[config.mk]
export PLATFORM = sky130hd
export DESIGN_NAME = radix_to_ascii_converter
export DESIGN_NICKNAME = d
export VERILOG_FILES = /design/src/rtl/rtac_pkg.sv /design/src/rtl/rtac_divider.sv /design/src/rtl/rtac_digit_stack.sv /design/src/rtl/radix_to_ascii_converter.sv
export SDC_FILE = /design/constraint.sdc
export NUM_CORES = 1
export LEC_CHECK = 0
export BUFFER_PORTS_ARGS = -buffer_cell sky130_fd_sc_hd__buf_2
export CORE_MARGIN = 2
export CORE_UTILIZATION = 54
export CTS_BUF_LIST = sky130_fd_sc_hd__clkbuf_4 sky130_fd_sc_hd__clkbuf_8
export DETAILED_ROUTE_END_ITERATION = 10
export GPL_ROUTABILITY_DRIVEN = 0
export HOLD_SLACK_MARGIN = 0.02
export MAX_ROUTING_LAYER = met4
export PLACE_DENSITY = 0.76
export SETUP_SLACK_MARGIN = 0.5
export SLEW_MARGIN = 20
export SYNTH_ARGS = -nofsm -noshare
export SYNTH_HDL_FRONTEND = slang
export SYNTH_SLANG_ARGS = --single-unit
export TNS_END_PERCENT = 1
[constraint.sdc]
create_clock -name i_clk -period 7 [get_ports i_clk]
set_input_delay 1.4 -clock i_clk [delete_from_list [all_inputs] [get_ports i_clk]]
set_output_delay 1.4 -clock i_clk [all_outputs]
set_load 0.1 [all_outputs]
[src/rtl/rtac_pkg.sv]
// Shared types, character constants and digit encoding for the radix converter.
`default_nettype none

package rtac_pkg;

    // One digit in any base up to 36, and one ASCII character.
    typedef logic [5:0] t_digit;
    typedef logic [7:0] t_char;

    // Request kinds carried in the input tuser.
    localparam logic REQ_SIGNED_DEC = 1'b0;
    localparam logic REQ_UNSIGNED   = 1'b1;

    // Base limits and the bases that get special treatment.
    localparam t_digit RADIX_MIN = 6'd2;
    localparam t_digit RADIX_MAX = 6'd36;
    localparam t_digit RADIX_DEC = 6'd10;
    localparam t_digit RADIX_OCT = 6'd8;
    localparam t_digit RADIX_HEX = 6'd16;

    // ASCII codes.
    localparam t_char CHAR_ZERO  = 8'h30;
    localparam t_char CHAR_MINUS = 8'h2D;
    localparam t_char CHAR_X     = 8'h78;
    localparam t_char CHAR_A     = 8'h61;

    // Status handed from the serial divider to the sequencer.
    typedef struct packed {
        logic   done;
        logic   quot_zero;
        t_digit digit;
    } t_div_stat;

    // Digits 0..9 map to '0'..'9', 10..35 to 'a'..'z'.
    function automatic t_char digit_char(input t_digit d);
        t_char c;
        if (d < 6'd10) begin
            c = CHAR_ZERO + {2'b00, d};
        end else begin
            c = CHAR_A + {2'b00, d} - 8'd10;
        end
        return c;
    endfunction

endpackage

`default_nettype wire

[src/rtl/rtac_divider.sv]
// Bit-serial restoring divider: one quotient bit per cycle by a small base.
`default_nettype none

module rtac_divider #(
    parameter int VW = 64
) (
    input  wire logic                   i_clk,
    input  wire logic                   i_rst_n,
    input  wire logic                   i_start,
    input  wire logic [VW-1:0]          i_dividend,
    input  wire rtac_pkg::t_digit       i_base,
    output logic [VW-1:0]               o_quotient,
    output rtac_pkg::t_div_stat         o_stat
);

    localparam int CW = $clog2(VW + 1);

    logic [VW-1:0]    r_dvd;
    rtac_pkg::t_digit r_rem;
    rtac_pkg::t_digit r_base;
    logic [CW-1:0]    r_cnt;
    logic             r_busy;
    logic             r_done;

    logic [6:0] w_trial;
    logic       w_ge;
    logic [6:0] w_diff;

    // Bring down the next dividend bit and try one subtraction.
    assign w_trial = {r_rem, r_dvd[VW-1]};
    assign w_ge    = w_trial >= {1'b0, r_base};
    assign w_diff  = w_trial - {1'b0, r_base};

    // Control: step counter and completion pulse.
    always_ff @(posedge i_clk) begin
        if (!i_rst_n) begin
            r_busy <= 1'b0;
            r_done <= 1'b0;
            r_cnt  <= '0;
        end else begin
            r_done <= 1'b0;
            if (i_start) begin
                r_busy <= 1'b1;
                r_cnt  <= CW'(VW);
            end else if (r_busy) begin
                r_cnt <= r_cnt - CW'(1);
                if (r_cnt == CW'(1)) begin
                    r_busy <= 1'b0;
                    r_done <= 1'b1;
                end
            end
        end
    end

    // Datapath: the dividend register turns into the quotient bit by bit.
    always_ff @(posedge i_clk) begin
        if (i_start) begin
            r_dvd  <= i_dividend;
            r_rem  <= '0;
            r_base <= i_base;
        end else if (r_busy) begin
            r_dvd <= {r_dvd[VW-2:0], w_ge};
            r_rem <= w_ge ? w_diff[5:0] : w_trial[5:0];
        end
    end

    assign o_quotient       = r_dvd;
    assign o_stat.done      = r_done;
    assign o_stat.quot_zero = (r_dvd == '0);
    assign o_stat.digit     = r_rem;

endmodule

`default_nettype wire

[src/rtl/rtac_digit_stack.sv]
// Digit store: digits are written least significant first and read back in reverse.
`default_nettype none

module rtac_digit_stack #(
    parameter int DEPTH = 64
) (
    input  wire logic                     i_clk,
    input  wire logic                     i_wr_en,
    input  wire logic [$clog2(DEPTH)-1:0] i_wr_addr,
    input  wire rtac_pkg::t_digit         i_wr_data,
    input  wire logic                     i_rd_en,
    input  wire logic [$clog2(DEPTH)-1:0] i_rd_addr,
    output rtac_pkg::t_digit              o_rd_data
);

    rtac_pkg::t_digit r_mem [DEPTH];
    rtac_pkg::t_digit r_rd_data;

    // One write port and one registered read port.
    always_ff @(posedge i_clk) begin
        if (i_wr_en) begin
            r_mem[i_wr_addr] <= i_wr_data;
        end
        if (i_rd_en) begin
            r_rd_data <= r_mem[i_rd_addr];
        end
    end

    assign o_rd_data = r_rd_data;

endmodule

`default_nettype wire

[src/rtl/radix_to_ascii_converter.sv]
// Flow: an optional prefix is sent first; then each digit comes from the bit-serial divider, one quotient bit
// per cycle, and the digits are popped from the stack and sent one by one, least significant digit last.
// A new number is accepted only once the sequencer is back in idle after the last character is loaded.
// Reset: synchronous, active low; clears the sequencer, the divider control and the output valid.
`default_nettype none

module radix_to_ascii_converter #(
    parameter int VALUE_WIDTH = 64
) (
    input  wire logic        i_clk,
    input  wire logic        i_rst_n,
    input  wire logic        i_s_axis_tvalid,
    output logic             o_s_axis_tready,
    input  wire logic [71:0] i_s_axis_tdata,  // [63:0] value, [69:64] radix, [71:70] zero
    input  wire logic        i_s_axis_tuser,  // [0] req_type
    output logic             o_m_axis_tvalid,
    input  wire logic        i_m_axis_tready,
    output logic [7:0]       o_m_axis_tdata,  // [7:0] char_code
    output logic             o_m_axis_tlast   // last
);

    localparam int VW = VALUE_WIDTH;
    localparam int CW = $clog2(VW + 1);
    localparam int AW = $clog2(VW);

    typedef enum logic [5:0] {
        S_IDLE   = 6'b000001,
        S_PFX    = 6'b000010,
        S_DSTART = 6'b000100,
        S_DIV    = 6'b001000,
        S_READ   = 6'b010000,
        S_LOAD   = 6'b100000
    } t_state;

    t_state r_state, n_state;

    logic [VW-1:0]    r_val, n_val;
    rtac_pkg::t_digit r_base, n_base;
    logic [CW-1:0]    r_nd, n_nd;
    logic [1:0]       r_pfx_n, n_pfx_n;
    logic             r_neg, n_neg;
    logic             r_hex, n_hex;
    logic             r_out_valid, n_out_valid;
    rtac_pkg::t_char  r_out_char, n_out_char;
    logic             r_out_last, n_out_last;

    logic                w_accept;
    logic                w_slot_free;
    logic [VW-1:0]       w_in_val;
    logic [VW-1:0]       w_mag;
    logic                w_in_neg;
    rtac_pkg::t_digit    w_radix;
    rtac_pkg::t_digit    w_base;
    logic                w_div_start;
    logic [VW-1:0]       w_quot;
    rtac_pkg::t_div_stat w_stat;
    logic                w_wr_en;
    logic                w_rd_en;
    logic [CW-1:0]       w_nd_dec;
    rtac_pkg::t_digit    w_rd_digit;
    rtac_pkg::t_char     w_pfx_char;

    assign w_accept    = i_s_axis_tvalid && o_s_axis_tready;
    assign w_slot_free = !r_out_valid || i_m_axis_tready;
    assign w_nd_dec    = r_nd - CW'(1);

    // Decode the incoming word: magnitude, sign and clamped base.
    assign w_in_val = i_s_axis_tdata[VW-1:0];
    assign w_radix  = i_s_axis_tdata[69:64];
    assign w_in_neg = (i_s_axis_tuser == rtac_pkg::REQ_SIGNED_DEC) && w_in_val[VW-1];
    assign w_mag    = w_in_neg ? (~w_in_val + VW'(1)) : w_in_val;

    always_comb begin
        if (i_s_axis_tuser == rtac_pkg::REQ_SIGNED_DEC) begin
            w_base = rtac_pkg::RADIX_DEC;
        end else if (w_radix < rtac_pkg::RADIX_MIN) begin
            w_base = rtac_pkg::RADIX_MIN;
        end else if (w_radix > rtac_pkg::RADIX_MAX) begin
            w_base = rtac_pkg::RADIX_MAX;
        end else begin
            w_base = w_radix;
        end
    end

    // Prefix character: the last pending one is '-', '0' or 'x'.
    always_comb begin
        if (r_pfx_n == 2'd2) begin
            w_pfx_char = rtac_pkg::CHAR_ZERO;
        end else if (r_neg) begin
            w_pfx_char = rtac_pkg::CHAR_MINUS;
        end else if (r_hex) begin
            w_pfx_char = rtac_pkg::CHAR_X;
        end else begin
            w_pfx_char = rtac_pkg::CHAR_ZERO;
        end
    end

    // Sequencer: prefix, repeated division, then digits popped in reverse.
    always_comb begin
        n_state     = r_state;
        n_val       = r_val;
        n_base      = r_base;
        n_nd        = r_nd;
        n_pfx_n     = r_pfx_n;
        n_neg       = r_neg;
        n_hex       = r_hex;
        n_out_valid = r_out_valid;
        n_out_char  = r_out_char;
        n_out_last  = r_out_last;
        w_div_start = 1'b0;
        w_wr_en     = 1'b0;
        w_rd_en     = 1'b0;

        if (r_out_valid && i_m_axis_tready) begin
            n_out_valid = 1'b0;
        end

        unique case (r_state)
            S_IDLE: begin
                if (w_accept) begin
                    n_val  = w_mag;
                    n_base = w_base;
                    n_nd   = '0;
                    n_neg  = w_in_neg;
                    n_hex  = (i_s_axis_tuser == rtac_pkg::REQ_UNSIGNED) &&
                             (w_base == rtac_pkg::RADIX_HEX);
                    if (w_in_neg) begin
                        n_pfx_n = 2'd1;
                    end else if (i_s_axis_tuser == rtac_pkg::REQ_UNSIGNED &&
                                 w_base == rtac_pkg::RADIX_HEX) begin
                        n_pfx_n = 2'd2;
                    end else if (i_s_axis_tuser == rtac_pkg::REQ_UNSIGNED &&
                                 w_base == rtac_pkg::RADIX_OCT) begin
                        n_pfx_n = 2'd1;
                    end else begin
                        n_pfx_n = 2'd0;
                    end
                    n_state = (n_pfx_n == 2'd0) ? S_DSTART : S_PFX;
                end
            end
            S_PFX: begin
                if (w_slot_free) begin
                    n_out_valid = 1'b1;
                    n_out_char  = w_pfx_char;
                    n_out_last  = 1'b0;
                    n_pfx_n     = r_pfx_n - 2'd1;
                    if (r_pfx_n == 2'd1) begin
                        n_state = S_DSTART;
                    end
                end
            end
            S_DSTART: begin
                w_div_start = 1'b1;
                n_state     = S_DIV;
            end
            S_DIV: begin
                if (w_stat.done) begin
                    w_wr_en = 1'b1;
                    n_nd    = r_nd + CW'(1);
                    n_val   = w_quot;
                    n_state = w_stat.quot_zero ? S_READ : S_DSTART;
                end
            end
            S_READ: begin
                w_rd_en = 1'b1;
                n_nd    = w_nd_dec;
                n_state = S_LOAD;
            end
            S_LOAD: begin
                if (w_slot_free) begin
                    n_out_valid = 1'b1;
                    n_out_char  = rtac_pkg::digit_char(w_rd_digit);
                    n_out_last  = (r_nd == '0);
                    n_state     = (r_nd == '0) ? S_IDLE : S_READ;
                end
            end
            default: begin
                n_state = S_IDLE;
            end
        endcase
    end

    // Control registers.
    always_ff @(posedge i_clk) begin
        if (!i_rst_n) begin
            r_state     <= S_IDLE;
            r_nd        <= '0;
            r_pfx_n     <= '0;
            r_out_valid <= 1'b0;
        end else begin
            r_state     <= n_state;
            r_nd        <= n_nd;
            r_pfx_n     <= n_pfx_n;
            r_out_valid <= n_out_valid;
        end
    end

    // Payload registers.
    always_ff @(posedge i_clk) begin
        r_val      <= n_val;
        r_base     <= n_base;
        r_neg      <= n_neg;
        r_hex      <= n_hex;
        r_out_char <= n_out_char;
        r_out_last <= n_out_last;
    end

    rtac_divider #(
        .VW(VW)
    ) u_divider (
        .i_clk     (i_clk),
        .i_rst_n   (i_rst_n),
        .i_start   (w_div_start),
        .i_dividend(r_val),
        .i_base    (r_base),
        .o_quotient(w_quot),
        .o_stat    (w_stat)
    );

    rtac_digit_stack #(
        .DEPTH(VW)
    ) u_stack (
        .i_clk    (i_clk),
        .i_wr_en  (w_wr_en),
        .i_wr_addr(r_nd[AW-1:0]),
        .i_wr_data(w_stat.digit),
        .i_rd_en  (w_rd_en),
        .i_rd_addr(w_nd_dec[AW-1:0]),
        .o_rd_data(w_rd_digit)
    );

    assign o_s_axis_tready = (r_state == S_IDLE);
    assign o_m_axis_tvalid = r_out_valid;
    assign o_m_axis_tdata  = r_out_char;
    assign o_m_axis_tlast  = r_out_last;

    // The digit count never exceeds the stack depth.
    a_nd_bound: assert property (@(posedge i_clk) disable iff (!i_rst_n)
        r_nd <= CW'(VW))
        else $error("digit count beyond stack depth");

    // A division only completes while the sequencer waits for it.
    a_done_in_div: assert property (@(posedge i_clk) disable iff (!i_rst_n)
        w_stat.done |-> (r_state == S_DIV))
        else $error("divider finished outside the division state");

    // A number is accepted only with an empty digit stack.
    a_accept_empty: assert property (@(posedge i_clk) disable iff (!i_rst_n)
        w_accept |-> (r_nd == '0))
        else $error("word accepted with digits pending");

    // After the final character is loaded the sequencer is idle again.
    a_last_idle: assert property (@(posedge i_clk) disable iff (!i_rst_n)
        (r_state == S_LOAD && w_slot_free && r_nd == '0) |=> (r_state == S_IDLE))
        else $error("sequencer did not return to idle after the last character");

endmodule

`default_nettype wire

==> reports/qor.csv, run 1 <==
metric;value;unit
ys flop type;edfxtp_1;
register area share after synthesis;66.71;%
synth warn;0;
max cap viols;0;
syn_nets;1965;
nets@finish;2064;
top cell type's share of synthesized area;64.25;%
# clock sinks;572;
GR peak layer;met2;
Clock Skews;0.05741;ns
slew at the pin closest to its max-slew limit;1.092;ns
Synth top cells by count;edfxtp_1, nand2_1, nor2_1, mux4_2, clkbuf_1;
Syn Std Cell Area;0.02528;sq mm
Final setup viols;0;
fin crit share;55.05;%
min Tclk post-route;3.854;ns
share of layout cells above drive strength 1;18.46;%
Yosys reg bits;572;
Mapped Cells;1869;
setup TNS;0;ns
CTS max path bufs;3;
core box area;0.04636;sq mm
Worst slew margin;27.02;%
die height;220.4;um
vias in the first global route;15780;
Post CTS Setup Buffer Count;0;
Area after DPL;0.02633;sq mm
CTS Buf Count;89;
M1 GR Usage;31.84;%
Post-synth EDFFs;541;
vias per cell;6.118;
TritonCTS clock tree;yes;
top-count cell post-synth;edfxtp_1;
drt drc;0;
root buffer cell;clkbuf_8;
worst hold-check path type;reg2reg;
unique cell type count in the Yosys netlist;69;
global-route met2 utilization;39.43;%
f_max;259.5;MHz
worst setup margin;3.146;ns
starting utilization of the core area;54.54;%
hpwl dp;36.77;mm
Die ar.;0.04857;sq mm
FILL cells;3369;
Total GRT Usage;24.84;%
CP Capture Type;register;
Routed Antenna Nets;0;
Max Slew Vio Count;0;
vias;16180;
largest net degree at the start of global routing;102;
GRT overflow;0;
post-synth top area cell;edfxtp_1;
Leak;9.351;nW
H-tree lvl count;3;
pwr dens;325.3;mW/mm^2
Worst EP required;7.43;ns
first-pass GRT wire length;88.65;mm
Clock transition at path regs;0.06;ns
PortBufs;85;
initial antenna violation count;1;
Avg WL per Cell;22.02;um
status;complete, no violations;
WP data arrival;4.28;ns
post_cts resized;0;
row count;79;
grt met3 use;4.605;%
unrepaired setup endpoints after global routing;false;
VDD IR-drop max;0.2437;mV
Die Wd;220.4;um
DR iter-0 viols;1859;
critical path type;reg2reg;
WL final;58.23;mm
clk_lat worst skew;0.70;ns
DRT Pass-1 Iters;5;
Final Hold Vio Count;0;
fraction of registers with async set or reset after synthesis;0;%
startpoint types;register;
fin area;0.02812;sq mm
I/O Pins;88;
worst slack, placed;2.907;ns
hold_buf cts;0;
top cells by area, synth;edfxtp_1, mux4_2, nand2_1, nor2_1, dfxtp_1;
crit-path max FO;42;
Avg Inst Size Synth;13.53;sq um
Area Growth Syn to Fin;11.21;%
cell usage in the layout, fill, tap and decap left out, drive strengths merged, types with 18 or more instances in the layout:
cell type / Yosys / layout
nor3: 21 / 21
inv: 34 / 38
nand2: 332 / 332
nor2: 195 / 195
nand3: 25 / 25
o21ai: 86 / 86
mux4: 96 / 96
o22ai: 29 / 29
ha: 18 / 18
buf: 19 / 106
a21oi: 58 / 58
clkbuf: 79 / 123
dfxtp: 31 / 31
xnor2: 46 / 46
xor2: 29 / 29
a31oi: 20 / 20
edfxtp: 541 / 541
clkinv: 1 / 30
nor4: 31 / 31
path summary, 6_finish.rpt:
kind	startpoint	slack (ns)	to	depth (start not counted)
hold reg to reg	r_base[4]	0.42	u_divider.r_base[4]	0
setup / recovery	r_nd[0]	3.15	u_stack.o_rd_data[3]	7
setup reg to reg	r_nd[0]	3.15	u_stack.o_rd_data[3]	7
hold / removal	r_base[4]	0.42	u_divider.r_base[4]	0
worst max-delay path, stage by stage, from the launching register on:
cell and delay [ns]:
dfxtp_4 0.70, buf_4 0.71, nor3_1 0.25, nor2_1 0.86, o22ai_1 0.31, nand3_1 0.28, nand2_1 0.10, a211o_1 0.34
power breakdown:
part           switching, mW  internal [mW]
clock                   1.31           1.47
sequential             0.196           4.48
combinational           1.20          0.497
flip-flops by register name, summed over array words and instances (netlist names), 6 cells and up:
| register | flops |
|---|---|
| u_divider.r_cnt | 7 |
| o_m_axis_tdata | 8 |
| u_stack.r_mem | 384 |
| r_val | 64 |
| r_base | 6 |
| u_divider.o_quotient | 64 |
| r_nd | 7 |
| r_state | 6 |
| u_divider.r_rem | 6 |
| u_stack.o_rd_data | 6 |
| u_divider.r_base | 6 |
metrics by stage:
step,total power [mW],std cells,utilization (%),hold slack [ns]
floorplan,5.799,1869,-,0.4003
global placement,6.320,2484,56.79,0.4062
detailed placement,6.419,2484,56.79,0.4115
CTS,9.174,2644,60.60,0.4266
global route,9.514,2645,60.66,0.4417
finish,9.148,2645,60.66,0.4248
layout make-up:
class,count,area (sq um),share of cell area (%)
Sequential cell,572,16880,60.03
Antenna cell,1,2.502,0.008899
Clock inverter,37,271.5,0.9656
Timing Repair Buffer,106,583.1,2.074
Clock buffer,123,1493,5.308
Multi-Input combinational cell,1164,7999,28.45
Inverter,35,131.4,0.4672
Tap cell,607,759.5,2.701
logic make-up (layout without fill, tap and decap cells):
| kind of cell | after synthesis | after routing | share of synthesized area, % |
|---|---|---|---|
| adder cells (fa/ha/maj) | 19 | 19 | 0.9699 |
| XOR/XNOR | 75 | 75 | 2.598 |
| AO/OA/AOI/OAI | 270 | 270 | 6.700 |
| other | 0 | 1 | 0 |
| AND/OR/NAND/NOR | 697 | 697 | 12.14 |
| flip-flops | 572 | 572 | 66.71 |
| buffers and inverters | 133 | 301 | 2.044 |
| multiplexers | 103 | 103 | 8.843 |
layer usage:
layer,vias to the layer above,part of all wire (%)
met1,7940,39
met5,-,0
met4,0,3.4
li1,7269,-
met2,826,49
met3,148,8.0
(Power assumes the default switching activity.)
==> run 2, diff against run 1 <==
--- a/config.mk
+++ b/config.mk
@@ -13,7 +13,7 @@
 export GPL_ROUTABILITY_DRIVEN = 0
 export HOLD_SLACK_MARGIN = 0.02
 export MAX_ROUTING_LAYER = met4
-export PLACE_DENSITY = 0.76
+export PLACE_DENSITY = 0.79
 export SETUP_SLACK_MARGIN = 0.5
 export SLEW_MARGIN = 20
 export SYNTH_ARGS = -nofsm -noshare
==> constraint.sdc (replaced) <==
create_clock -name i_clk -period 3.1 [get_ports i_clk]
set_input_delay 0.62 -clock i_clk [delete_from_list [all_inputs] [get_ports i_clk]]
set_output_delay 0.62 -clock i_clk [all_outputs]
set_load 0.1 [all_outputs]
==> reports/qor.csv, run 2 (synthesis gave the netlist of run 1 again) <==
metric;value;unit
most frequent cells in the layout;edfxtp_1, nand2_1, nor2_1, clkbuf_8, mux4_2;
Routed Antenna Nets;0;
starting utilization of the core area;54.54;%
Final setup viols;0;
share of layout cells above drive strength 1;21.42;%
largest register by flop count;u_stack.r_mem;
clk_lat worst skew;0.69;ns
fin crit share;86.09;%
startpoint types;register;
crit path from;r_nd[0];
FILL cells;3199;
I/O Pins;88;
H-tree lvl count;3;
CTS max path bufs;3;
crit-path max FO;12;
Die Wd;220.4;um
worst hold-check path type;in2reg;
Worst EP required;3.50;ns
# clock sinks;572;
Leak;9.752;nW
setup TNS;0;ns
first-pass GRT wire length;88.77;mm
DR iter-0 viols;1988;
CTS Buf Count;89;
clock share of power;30.4;%
reg-to-reg setup timing slack;0.43;ns
largest net degree at the start of global routing;104;
Max Slew Vio Count;0;
Area after DPL;0.02682;sq mm
combinational power share;20.0;%
Area Growth Syn to Fin;14.01;%
die height;220.4;um
min Tclk post-route;2.669;ns
max cap viols;0;
core box area;0.04636;sq mm
hold-critical path depth;2;
pwr dens;728.5;mW/mm^2
vias per cell;6.096;
slew at the pin closest to its max-slew limit;0.9802;ns
Layout Cells excl Fill;2706;
commonest non-fill, non-tap cell in the layout;edfxtp_1;
Final Hold Vio Count;0;
fin area;0.02883;sq mm
nets@finish;2121;
Seq. cell area;0.01688;sq mm
status;complete, no violations;
hpwl dp;36.77;mm
number of instances in the placed design;2533;
DRT Pass-1 Iters;6;
root buffer cell;clkbuf_8;
PortBufs;85;
Die ar.;0.04857;sq mm
Worst Reg2Reg Path Length in Cells;8;
Avg WL per Cell;21.61;um
reg-to-reg endpoint;u_stack.o_rd_data[4];
initial antenna violation count;2;
Clock transition at path regs;0.06;ns
Worst Setup EP;u_stack.o_rd_data[4];
critical path type;reg2reg;
WP data arrival;3.07;ns
Clock Skews;0.05029;ns
Worst slew margin;34.65;%
vias in the first global route;15920;
switch share;29.08;%
GRT overflow;0;
drt drc;0;
f_max;374.7;MHz
unrepaired setup endpoints after global routing;true;
P_sw;6.107;mW
Power Internal;14.89;mW
VDD IR-drop max;0.6490;mV
vias;16500;
WL final;58.48;mm
worst r2r src;r_nd[0];
TritonCTS clock tree;yes;
total power draw;21.00;mW
area of the multi-input gates;0.008043;sq mm
row count;79;
max FFs per register;384;
Total GRT Usage;24.70;%
CP Capture Type;register;
sequential power share;49.6;%
## run 2: cell types whose count changed in the layout (fill, tap and decap cells not counted), moves of 3 or more
cell / previous run / this run
clkbuf_8: 91 / 97
a311oi_2: 0 / 3
nand3_1: 24 / 19
buf_12: 0 / 8
nand3_2: 1 / 6
clkbuf_4: 32 / 29
a311oi_1: 6 / 3
buf_4: 21 / 65
## run 2: layer usage
metal	vias to the layer above	track usage [%]	part of all wire [%]
met5	-	-	0
met4	0	10.11	3.6
met3	163	5.127	8.9
met2	889	39.27	49
met1	8064	31.18	38
li1	7381	-	-
## run 2: worst min-delay path by stage
stage,from,endpoint,slack (ns)
2_1_floorplan,r_base[0],u_divider.r_base[0],0.40
3_3_place_gp,r_base[5],u_divider.r_base[5],0.41
3_5_place_dp,r_base[5],u_divider.r_base[5],0.41
4_1_cts,i_rst_n,r_state[0],0.17
5_1_grt,i_rst_n,r_state[0],0.22
6_report,i_rst_n,r_state[0],0.22
## run 2: per-stage QoR
| stage | setup slack [ns] | hold slack, ns | util [%] |
|---|---|---|---|
| after global routing | 0.3543 | 0.2168 | 62.18 |
| after detailed placement | 0.06629 | 0.4115 | 57.85 |
| after floorplan | 0.1255 | 0.4003 | - |
| after global placement | 0.05081 | 0.4103 | 57.85 |
| after CTS | 0.4647 | 0.1688 | 61.99 |
| final | 0.4312 | 0.2219 | 62.18 |
## run 2: power by group through the flow
stage	clock (mW)	sequential [mW]	combinational (mW)
detailed placement	0	10.6	4.03
global route	6.78	10.5	4.52
CTS	6.47	10.4	4.13
finish	6.38	10.4	4.19
floorplan	0	10.8	2.26
global placement	0	10.5	3.86
## run 2: area by class of cell
class	instances	area share (%)
clock inverters	36	0.8724
diodes	3	0.02604
flip-flops and latches	572	58.55
multi-input cells	1164	27.90
repair buffers	163	4.176
inverters	35	0.4557
clock buffers	126	5.387
well taps	607	2.635
## run 2: worst max-delay path, cell delays in order, from the launching register on
cell	delay, ns
dfxtp_4	0.39
buf_4	0.18
or3_1	0.51
o31ai_1	0.27
buf_4	0.27
a311oi_2	0.17
nand3_2	0.20
nand2_1	0.08
a211o_1	0.31
## run 2: timing repair
item                       4_1_cts  5_1_grt
hold buffers                     0        0
setup endpoints to repair        7      149
pin swaps                        3        0
gates cloned                     1        1
gates resized for setup         13        6
hold endpoints to repair         0        0
buffers inserted                 3        3
